--- src/blt_pkg.sv ---
// Shared types and constants for the line tokenizer.
// Used by blt_lexer, blt_outq and basic_line_tokenizer; no dependencies.
package blt_pkg;

  localparam int MAX_TOKEN_LEN = 64;
  localparam int NUMBER_WIDTH  = 32;
  localparam int LEN_W         = $clog2(MAX_TOKEN_LEN);

  localparam logic [7:0] CH_NUL    = 8'h00;
  localparam logic [7:0] CH_TAB    = 8'h09;
  localparam logic [7:0] CH_NL     = 8'h0A;
  localparam logic [7:0] CH_SPACE  = 8'h20;
  localparam logic [7:0] CH_BANG   = 8'h21;
  localparam logic [7:0] CH_QUOTE  = 8'h22;
  localparam logic [7:0] CH_LPAREN = 8'h28;
  localparam logic [7:0] CH_RPAREN = 8'h29;
  localparam logic [7:0] CH_STAR   = 8'h2A;
  localparam logic [7:0] CH_PLUS   = 8'h2B;
  localparam logic [7:0] CH_COMMA  = 8'h2C;
  localparam logic [7:0] CH_MINUS  = 8'h2D;
  localparam logic [7:0] CH_SLASH  = 8'h2F;
  localparam logic [7:0] CH_ZERO   = 8'h30;
  localparam logic [7:0] CH_NINE   = 8'h39;
  localparam logic [7:0] CH_LT     = 8'h3C;
  localparam logic [7:0] CH_EQ     = 8'h3D;
  localparam logic [7:0] CH_GT     = 8'h3E;
  localparam logic [7:0] CH_UC_A   = 8'h41;
  localparam logic [7:0] CH_UC_Z   = 8'h5A;
  localparam logic [7:0] CH_BSLASH = 8'h5C;
  localparam logic [7:0] CH_USCORE = 8'h5F;
  localparam logic [7:0] CH_LC_A   = 8'h61;
  localparam logic [7:0] CH_LC_N   = 8'h6E;
  localparam logic [7:0] CH_LC_T   = 8'h74;
  localparam logic [7:0] CH_LC_Z   = 8'h7A;

  typedef enum logic [2:0] {
    KIND_NUM = 3'd0,
    KIND_STR = 3'd1,
    KIND_SYM = 3'd2,
    KIND_ID  = 3'd3,
    KIND_ERR = 3'd4,
    KIND_EOL = 3'd5
  } kind_t;

  typedef enum logic [2:0] {
    ERR_NONE     = 3'd0,
    ERR_UNTERM   = 3'd1,
    ERR_ESCAPE   = 3'd2,
    ERR_BAD_BYTE = 3'd3,
    ERR_TOO_LONG = 3'd4
  } err_t;

  typedef enum logic [2:0] {
    MODE_IDLE  = 3'd0,
    MODE_NUM   = 3'd1,
    MODE_MINUS = 3'd2,
    MODE_CMP   = 3'd3,
    MODE_STR   = 3'd4,
    MODE_ESC   = 3'd5,
    MODE_ID    = 3'd6,
    MODE_SKIP  = 3'd7
  } mode_t;

  typedef struct packed {
    kind_t       kind;
    logic [7:0]  text_char;
    logic        has_char;
    logic [31:0] value;
    logic        token_end;
    err_t        error_code;
    logic        last;
  } result_t;

  // Results produced by one accepted byte: slot 0 first, cnt in 0..2.
  typedef struct packed {
    result_t    r1;
    result_t    r0;
    logic [1:0] cnt;
  } push_t;

  function automatic result_t mk_result(kind_t k, logic [7:0] c, logic has,
                                        logic [31:0] v, logic e, err_t err);
    result_t r;
    r.kind       = k;
    r.text_char  = c;
    r.has_char   = has;
    r.value      = v;
    r.token_end  = e;
    r.error_code = err;
    r.last       = 1'b0;
    return r;
  endfunction

endpackage

--- src/blt_lexer.sv ---
// Lexer state and per-byte token logic for the line tokenizer.
// Depends on blt_pkg.
module blt_lexer (
  input  logic          clk,
  input  logic          rst,
  input  logic          accept,
  input  logic [7:0]    ch,
  output blt_pkg::push_t push
);

  blt_pkg::mode_t                    mode, mode_next;
  logic [7:0]                        pending_char, pending_char_next;
  logic [blt_pkg::NUMBER_WIDTH-1:0]  number_accum, number_accum_next;
  logic                              number_negative, number_negative_next;
  logic [blt_pkg::LEN_W-1:0]         token_length, token_length_next;

  always_ff @(posedge clk) begin
    if (rst) begin
      mode            <= blt_pkg::MODE_IDLE;
      pending_char    <= '0;
      number_accum    <= '0;
      number_negative <= 1'b0;
      token_length    <= '0;
    end else if (accept) begin
      mode            <= mode_next;
      pending_char    <= pending_char_next;
      number_accum    <= number_accum_next;
      number_negative <= number_negative_next;
      token_length    <= token_length_next;
    end
  end

  logic is_digit, is_letter, is_word, is_space;
  logic [blt_pkg::NUMBER_WIDTH-1:0] digit_val, num_signed;
  logic [31:0] num_value;

  assign is_digit  = (ch >= blt_pkg::CH_ZERO) && (ch <= blt_pkg::CH_NINE);
  assign is_letter = ((ch >= blt_pkg::CH_LC_A) && (ch <= blt_pkg::CH_LC_Z)) ||
                     ((ch >= blt_pkg::CH_UC_A) && (ch <= blt_pkg::CH_UC_Z));
  assign is_word   = is_letter || is_digit || (ch == blt_pkg::CH_USCORE);
  assign is_space  = (ch == blt_pkg::CH_SPACE) || (ch == blt_pkg::CH_TAB);
  assign digit_val = blt_pkg::NUMBER_WIDTH'(ch[3:0]);
  assign num_signed = number_negative ? (~number_accum + 1'b1) : number_accum;
  assign num_value  = 32'($signed(num_signed));

  blt_pkg::result_t res [2];
  logic [1:0]       n;
  logic             do_idle;
  logic             esc_ok;
  logic [7:0]       esc_char;
  logic             app_en;
  blt_pkg::kind_t   app_kind;
  logic [7:0]       app_char;

  always_comb begin
    mode_next            = mode;
    pending_char_next    = pending_char;
    number_accum_next    = number_accum;
    number_negative_next = number_negative;
    token_length_next    = token_length;
    res[0]   = blt_pkg::mk_result(blt_pkg::KIND_NUM, '0, 1'b0, '0, 1'b0, blt_pkg::ERR_NONE);
    res[1]   = res[0];
    n        = 2'd0;
    do_idle  = 1'b0;
    app_en   = 1'b0;
    app_kind = blt_pkg::KIND_STR;
    app_char = ch;
    esc_ok   = 1'b1;
    esc_char = ch;

    unique case (ch)
      blt_pkg::CH_QUOTE:  esc_char = blt_pkg::CH_QUOTE;
      blt_pkg::CH_BSLASH: esc_char = blt_pkg::CH_BSLASH;
      blt_pkg::CH_LC_N:   esc_char = blt_pkg::CH_NL;
      blt_pkg::CH_LC_T:   esc_char = blt_pkg::CH_TAB;
      default:            esc_ok   = 1'b0;
    endcase

    unique case (mode)
      blt_pkg::MODE_NUM: begin
        if (is_digit) begin
          number_accum_next = (number_accum << 3) + (number_accum << 1) + digit_val;
        end else begin
          res[0]  = blt_pkg::mk_result(blt_pkg::KIND_NUM, '0, 1'b0, num_value, 1'b1,
                                       blt_pkg::ERR_NONE);
          n       = 2'd1;
          do_idle = 1'b1;
        end
      end
      blt_pkg::MODE_MINUS: begin
        if (is_digit) begin
          mode_next            = blt_pkg::MODE_NUM;
          number_accum_next    = digit_val;
          number_negative_next = 1'b1;
        end else begin
          res[0]  = blt_pkg::mk_result(blt_pkg::KIND_SYM, blt_pkg::CH_MINUS, 1'b1, '0, 1'b1,
                                       blt_pkg::ERR_NONE);
          n       = 2'd1;
          do_idle = 1'b1;
        end
      end
      blt_pkg::MODE_CMP: begin
        if (ch == blt_pkg::CH_EQ) begin
          res[0]    = blt_pkg::mk_result(blt_pkg::KIND_SYM, pending_char, 1'b1, '0, 1'b0,
                                         blt_pkg::ERR_NONE);
          res[1]    = blt_pkg::mk_result(blt_pkg::KIND_SYM, blt_pkg::CH_EQ, 1'b1, '0, 1'b1,
                                         blt_pkg::ERR_NONE);
          n         = 2'd2;
          mode_next = blt_pkg::MODE_IDLE;
        end else begin
          res[0]  = blt_pkg::mk_result(blt_pkg::KIND_SYM, pending_char, 1'b1, '0, 1'b1,
                                       blt_pkg::ERR_NONE);
          n       = 2'd1;
          do_idle = 1'b1;
        end
      end
      blt_pkg::MODE_STR: begin
        priority if (ch == blt_pkg::CH_NUL) begin
          res[0]    = blt_pkg::mk_result(blt_pkg::KIND_ERR, '0, 1'b0, '0, 1'b1,
                                         blt_pkg::ERR_UNTERM);
          res[1]    = blt_pkg::mk_result(blt_pkg::KIND_EOL, '0, 1'b0, '0, 1'b0,
                                         blt_pkg::ERR_NONE);
          n         = 2'd2;
          mode_next = blt_pkg::MODE_IDLE;
        end else if (ch == blt_pkg::CH_QUOTE) begin
          res[0]    = blt_pkg::mk_result(blt_pkg::KIND_STR, '0, 1'b0, '0, 1'b1,
                                         blt_pkg::ERR_NONE);
          n         = 2'd1;
          mode_next = blt_pkg::MODE_IDLE;
        end else if (ch == blt_pkg::CH_BSLASH) begin
          mode_next = blt_pkg::MODE_ESC;
        end else begin
          app_en = 1'b1;
        end
      end
      blt_pkg::MODE_ESC: begin
        if (esc_ok) begin
          mode_next = blt_pkg::MODE_STR;
          app_en    = 1'b1;
          app_char  = esc_char;
        end else begin
          res[0]    = blt_pkg::mk_result(blt_pkg::KIND_ERR, '0, 1'b0, '0, 1'b1,
                                         blt_pkg::ERR_ESCAPE);
          n         = 2'd1;
          mode_next = blt_pkg::MODE_SKIP;
          if (ch == blt_pkg::CH_NUL) begin
            res[1]    = blt_pkg::mk_result(blt_pkg::KIND_EOL, '0, 1'b0, '0, 1'b0,
                                           blt_pkg::ERR_NONE);
            n         = 2'd2;
            mode_next = blt_pkg::MODE_IDLE;
          end
        end
      end
      blt_pkg::MODE_ID: begin
        if (is_word) begin
          app_en   = 1'b1;
          app_kind = blt_pkg::KIND_ID;
        end else begin
          res[0]  = blt_pkg::mk_result(blt_pkg::KIND_ID, '0, 1'b0, '0, 1'b1,
                                       blt_pkg::ERR_NONE);
          n       = 2'd1;
          do_idle = 1'b1;
        end
      end
      blt_pkg::MODE_SKIP: begin
        if (ch == blt_pkg::CH_NUL) begin
          res[0]    = blt_pkg::mk_result(blt_pkg::KIND_EOL, '0, 1'b0, '0, 1'b0,
                                         blt_pkg::ERR_NONE);
          n         = 2'd1;
          mode_next = blt_pkg::MODE_IDLE;
        end
      end
      blt_pkg::MODE_IDLE: begin
        do_idle = 1'b1;
      end
      default: begin
        do_idle = 1'b1;
      end
    endcase

    // Append with the length check; nothing else has been emitted in this case.
    if (app_en) begin
      if (token_length >= blt_pkg::LEN_W'(blt_pkg::MAX_TOKEN_LEN - 1)) begin
        res[0]    = blt_pkg::mk_result(blt_pkg::KIND_ERR, '0, 1'b0, '0, 1'b1,
                                       blt_pkg::ERR_TOO_LONG);
        mode_next = blt_pkg::MODE_SKIP;
      end else begin
        res[0]            = blt_pkg::mk_result(app_kind, app_char, 1'b1, '0, 1'b0,
                                               blt_pkg::ERR_NONE);
        token_length_next = token_length + 1'b1;
      end
      n = 2'd1;
    end

    // Byte handled as if between tokens; at most one result lands after slot n.
    if (do_idle) begin
      mode_next = blt_pkg::MODE_IDLE;
      priority if (is_space) begin
        mode_next = blt_pkg::MODE_IDLE;
      end else if (ch == blt_pkg::CH_NUL) begin
        res[n[0]] = blt_pkg::mk_result(blt_pkg::KIND_EOL, '0, 1'b0, '0, 1'b0,
                                       blt_pkg::ERR_NONE);
        n = n + 2'd1;
      end else if (is_digit) begin
        mode_next            = blt_pkg::MODE_NUM;
        number_accum_next    = digit_val;
        number_negative_next = 1'b0;
      end else if (ch == blt_pkg::CH_MINUS) begin
        mode_next = blt_pkg::MODE_MINUS;
      end else if ((ch == blt_pkg::CH_LPAREN) || (ch == blt_pkg::CH_RPAREN) ||
                   (ch == blt_pkg::CH_COMMA) || (ch == blt_pkg::CH_PLUS) ||
                   (ch == blt_pkg::CH_STAR) || (ch == blt_pkg::CH_SLASH)) begin
        res[n[0]] = blt_pkg::mk_result(blt_pkg::KIND_SYM, ch, 1'b1, '0, 1'b1,
                                       blt_pkg::ERR_NONE);
        n = n + 2'd1;
      end else if ((ch == blt_pkg::CH_LT) || (ch == blt_pkg::CH_GT) ||
                   (ch == blt_pkg::CH_EQ) || (ch == blt_pkg::CH_BANG)) begin
        pending_char_next = ch;
        mode_next         = blt_pkg::MODE_CMP;
      end else if (ch == blt_pkg::CH_QUOTE) begin
        token_length_next = '0;
        mode_next         = blt_pkg::MODE_STR;
      end else if (is_letter || (ch == blt_pkg::CH_USCORE)) begin
        token_length_next = blt_pkg::LEN_W'(1);
        mode_next         = blt_pkg::MODE_ID;
        res[n[0]] = blt_pkg::mk_result(blt_pkg::KIND_ID, ch, 1'b1, '0, 1'b0,
                                       blt_pkg::ERR_NONE);
        n = n + 2'd1;
      end else begin
        res[n[0]] = blt_pkg::mk_result(blt_pkg::KIND_ERR, '0, 1'b0, '0, 1'b1,
                                       blt_pkg::ERR_BAD_BYTE);
        n = n + 2'd1;
        mode_next = blt_pkg::MODE_SKIP;
      end
    end

    if (n == 2'd1) begin
      res[0].last = 1'b1;
    end else if (n == 2'd2) begin
      res[1].last = 1'b1;
    end

    push.r0  = res[0];
    push.r1  = res[1];
    push.cnt = n;
  end

endmodule

--- src/blt_outq.sv ---
// Three-entry result queue: takes up to two results per cycle, gives one.
// Depends on blt_pkg.
module blt_outq (
  input  logic              clk,
  input  logic              rst,
  input  logic              push_en,
  input  blt_pkg::push_t    push,
  input  logic              pop,
  output logic              not_empty,
  output logic              full_ish,
  output blt_pkg::result_t  head
);

  blt_pkg::result_t entries [3];
  logic [1:0] rd_ptr, wr_ptr, count;
  logic [1:0] wr_ptr_p1, push_cnt;

  function automatic logic [1:0] inc3(logic [1:0] p);
    return (p == 2'd2) ? 2'd0 : p + 2'd1;
  endfunction

  assign push_cnt  = push_en ? push.cnt : 2'd0;
  assign wr_ptr_p1 = inc3(wr_ptr);
  assign not_empty = (count != 2'd0);
  // Room for two more is only guaranteed with at most one entry held.
  assign full_ish  = (count > 2'd1);
  assign head      = entries[rd_ptr];

  always_ff @(posedge clk) begin
    if (rst) begin
      rd_ptr <= '0;
      wr_ptr <= '0;
      count  <= '0;
    end else begin
      if (pop) begin
        rd_ptr <= inc3(rd_ptr);
      end
      unique case (push_cnt)
        2'd1:    wr_ptr <= wr_ptr_p1;
        2'd2:    wr_ptr <= inc3(wr_ptr_p1);
        default: wr_ptr <= wr_ptr;
      endcase
      count <= count + push_cnt - {1'b0, pop};
    end
  end

  always_ff @(posedge clk) begin
    if (push_cnt != 2'd0) begin
      entries[wr_ptr] <= push.r0;
    end
    if (push_cnt == 2'd2) begin
      entries[wr_ptr_p1] <= push.r1;
    end
  end

endmodule

--- src/basic_line_tokenizer.sv ---
// Line tokenizer: one text byte per transfer in, token results out.
// Each result is written into the result queue before it is presented at the output.
// One byte per cycle while each byte yields at most one result and out_stall is low;
// a byte yielding two results can raise in_stall, since the queue holds three entries.
// Reset (rst, synchronous) returns the lexer to between-tokens and empties the queue.
// Depends on blt_pkg, blt_lexer and blt_outq.
module basic_line_tokenizer (
  input  logic        clk,
  input  logic        rst,
  input  logic        in_valid,
  output logic        in_stall,
  input  logic [7:0]  ch,
  output logic        out_valid,
  input  logic        out_stall,
  output logic [2:0]  kind,
  output logic [7:0]  text_char,
  output logic        has_char,
  output logic [31:0] value,
  output logic        token_end,
  output logic [2:0]  error_code,
  output logic        last
);

  logic             accept, pop, full_ish;
  blt_pkg::push_t   push;
  blt_pkg::result_t head;

  assign accept = in_valid && !in_stall;
  assign pop    = out_valid && !out_stall;
  assign in_stall = full_ish;

  blt_lexer u_lexer (
    .clk    (clk),
    .rst    (rst),
    .accept (accept),
    .ch     (ch),
    .push   (push)
  );

  blt_outq u_outq (
    .clk       (clk),
    .rst       (rst),
    .push_en   (accept),
    .push      (push),
    .pop       (pop),
    .not_empty (out_valid),
    .full_ish  (full_ish),
    .head      (head)
  );

  assign kind       = head.kind;
  assign text_char  = head.text_char;
  assign has_char   = head.has_char;
  assign value      = head.value;
  assign token_end  = head.token_end;
  assign error_code = head.error_code;
  assign last       = head.last;

endmodule
--- config.mk ---
export PLATFORM = sky130hd
export DESIGN_NAME = basic_line_tokenizer
export DESIGN_NICKNAME = d
export VERILOG_FILES = /design/src/blt_pkg.sv /design/src/blt_lexer.sv /design/src/blt_outq.sv /design/src/basic_line_tokenizer.sv
export SDC_FILE = /design/constraint.sdc
export NUM_CORES = 1
export LEC_CHECK = 0
export BUFFER_PORTS_ARGS = -buffer_cell sky130_fd_sc_hd__buf_2
export CAP_MARGIN = 20
export CORE_MARGIN = 4
export CORE_UTILIZATION = 56
export CTS_BUF_LIST = sky130_fd_sc_hd__clkbuf_4
export CTS_CLUSTER_DIAMETER = 60
export CTS_CLUSTER_SIZE = 25
export DETAILED_ROUTE_END_ITERATION = 8
export GPL_TIMING_DRIVEN = 0
export PLACE_DENSITY = 0.85
export SKIP_CTS_REPAIR_TIMING = 1
export SLEW_MARGIN = 20
export SYNTH_ARGS = -nofsm -noshare
export SYNTH_HDL_FRONTEND = slang
export SYNTH_HIERARCHICAL = 1
export SYNTH_SLANG_ARGS = --single-unit
--- constraint.sdc ---
create_clock -name clk -period 8.6 [get_ports clk]
set_clock_uncertainty 0.15 [all_clocks]
set_input_delay 2.15 -clock clk [delete_from_list [all_inputs] [get_ports clk]]
set_output_delay 2.15 -clock clk [all_outputs]
set_load 0.03 [all_outputs]
==> metrics.cfg <==
[run_status]
outcome = completed

[drt]
routed_wl_um = 33500
dr.first_iter.drc_count = 1023
ant_nets = 0
wl_per_cell_um = 18.9
vias = 10696
drtPass1Iterations = 5
drc = 0
via_per_inst = 6.03

[clock_tree]
clk_pin_slew_worst_paths_ps = 190
clk_latency_ps = 660
cts_tree = done
cts_sinks = 205
numCtsBuffers = 15
cts_root_buf = clkbuf_4
ctsLongestPathBuffers = 3
ctsHtreeMaxLevel = 1

[synth]
synthAdderAreaFrac = 0.0608
synth_top_family_by_area = multiplexers
synth_cell_type_count = 73
muxShareOfSynthArea = 0.166
avgSynthCellArea_um2 = 10.2
yosys_warnings = 6
synthArstFlopShare = 0
synth_edf_count = 147
synth-main-ff-cell = edfxtp_1
ys_ff_latch = 205
yosys.area_share.simple = 0.132
synth_xor_xnor_area_share = 0.0428
postSynthCellCount = 1330
synth_area_um2 = 13600
synth_sequential_area_ratio = 0.410
synth-compound-area-share = 0.140

[hold_path]
hold_path.class = reg2reg

[sta]
max_slew_margin = 0.186
hold_violations = 0
max_clock_freq_mhz = 153
fin_crit_ps = 6530
setup-tns-final_ps = 0
layout_setup_ws_ps = 2070
period_share = 0.759
setup_violations = 0
slew_viol_final = 0
worst_slew_pin_slew_ps = 1200
rsz0062_at_grt = false

[floorplanning]
initial_core_util = 0.575
core_um2 = 23700
die-height_um = 164
ios = 63
rows = 56
dieWidth_um = 164
dieArea_um2 = 26900

[placement]
hpwl_um = 25000
dp_slack_ps = 1610
port_buffers = 62
routabilityCongestion = 0.949

[final_layout]
layout_common_cells = edfxtp_1 (147), mux2_2 (138), nand2_1 (117)
syn2layout_area_growth_pct = 8.69
final_common_cell = edfxtp_1
drive_gt1_frac = 0.219
nets = 1525
final_core_util = 0.625

[setup_path]
crit_path_max_incr_delay_ps = 1010
required_ps = 8730
crit_path_end_kind = register
cp-start-kind = primary input
crit_top_cell = buf_2
cp.arrival_ps = 6660
worst-path-max-fanout = 49
cp_slowest_cell = nor4bb_1
path_class = in2reg
crit_family = simple AND/OR/NAND/NOR gates
crit_buf_inv = 3
path_cells = buf_2 > nor4bb_1 > nand2_2 > o221ai_1 > o31ai_4 > and2_1 > buf_4 > and3_1 > xor2_1 > nand3b_4 > nor3b_2 > buf_2 > or2_4

[global_route]
grt_pass1_wl_um = 53200
grt_max_degree = 50
grt_pass1_vias = 10259
antenna_found_initial = 1
grtUsageTotal = 0.245
gr-total-overflow = 0

[power_and_ir_drop]
leakage_uw = 0.00606
ir_drop_mv = 0.132
powerDensity_nw_per_um2 = 211

[run]
drv_cap = 0

[tightest hold or removal path, stage by stage (launching register included)]
cell and delay, ps:
dfxtp_1 350, inv_1 50, a21oi_1 50
[flip-flops by register name, indices dropped and copies added, names as in the netlist, named ones only]
name / cells
u_lexer/mode: 3
u_lexer/number_accum: 32
u_lexer/number_negative: 1
u_lexer/pending_char: 8
u_lexer/token_length: 6
u_outq/count: 2
u_outq/entries: 147
u_outq/rd_ptr: 2
u_outq/wr_ptr: 2
[layout make-up]
cell class	count	area (µm²)
well taps	319	399
multi-input cells	1030	7510
diodes	1	2.50
clock buffers	15	113
inverters	21	78.8
plain buffers	107	593
clock inverters	8	108
fillers	1887	8880
flip-flops and latches	205	5580
repair buffers	68	414
[kinds of logic after synthesis]
logic type / Yosys count
mux: 203
buf+inv: 128
fa+ha+maj: 65
xor+xnor: 65
simple gates: 373
compound gates: 290
other cells: 1
flops: 205
[synth_stat cells (26+ instances only)]
master    count  area (µm²)
edfxtp_1    147        4410
mux2_2      138        1550
nand2_1     117         439
nor2_1      114         428
o21ai_0      98         490
ha_1         63         788
dfxtp_1      58        1160
mux2i_1      55         551
a21oi_1      54         270
clkbuf_1     39         146
buf_4        38         285
xnor2_1      36         315
xor2_1       28         245
nor3_1       26         130
[metrics by stage]
step	area [µm²]	instances	total power (µW)	hold slack [ps]
floorplan	13700	1363	2280	276
global placement	14500	1744	2610	296
detailed placement	14600	1750	2680	295
CTS	14800	1773	3130	318
global route	14800	1774	3270	338
finish	14800	1774	3130	316
[per-layer routing]
| metal | up-vias | wire, µm | global-route usage |
|---|---|---|---|
| met5 | - | 0 | 0 |
| met4 | 0 | 1100 | 0.0850 |
| met3 | 77 | 2130 | 0.0243 |
| met2 | 428 | 15900 | 0.413 |
| met1 | 5075 | 14300 | 0.331 |
| li1 | 5116 | - | - |
[final timing paths]
check	endpoint	depth (start not counted)	slack (ps)	startpoint
worst min register to register	u_lexer/pending_char[5]	2	320	u_lexer/pending_char[5]
worst max register to register	u_outq/entries[2][22]	13	3830	u_lexer/mode[1]
worst min-delay path	u_lexer/pending_char[5]	2	320	u_lexer/pending_char[5]
worst max-delay path	u_outq/entries[2][22]	13	2070	ch[6]
[where the power goes]
group / internal [µW] / switching [µW] / total (µW) / leakage (µW)
combinational: 450 / 854 / 1300 / 0.00413
sequential: 1320 / 51.2 / 1370 / 0.00181
clock: 114 / 340 / 454 / 0.000122
total: 1880 / 1250 / 3130 / 0.00606
No activity file was read; power rests on OpenSTA's default activity.
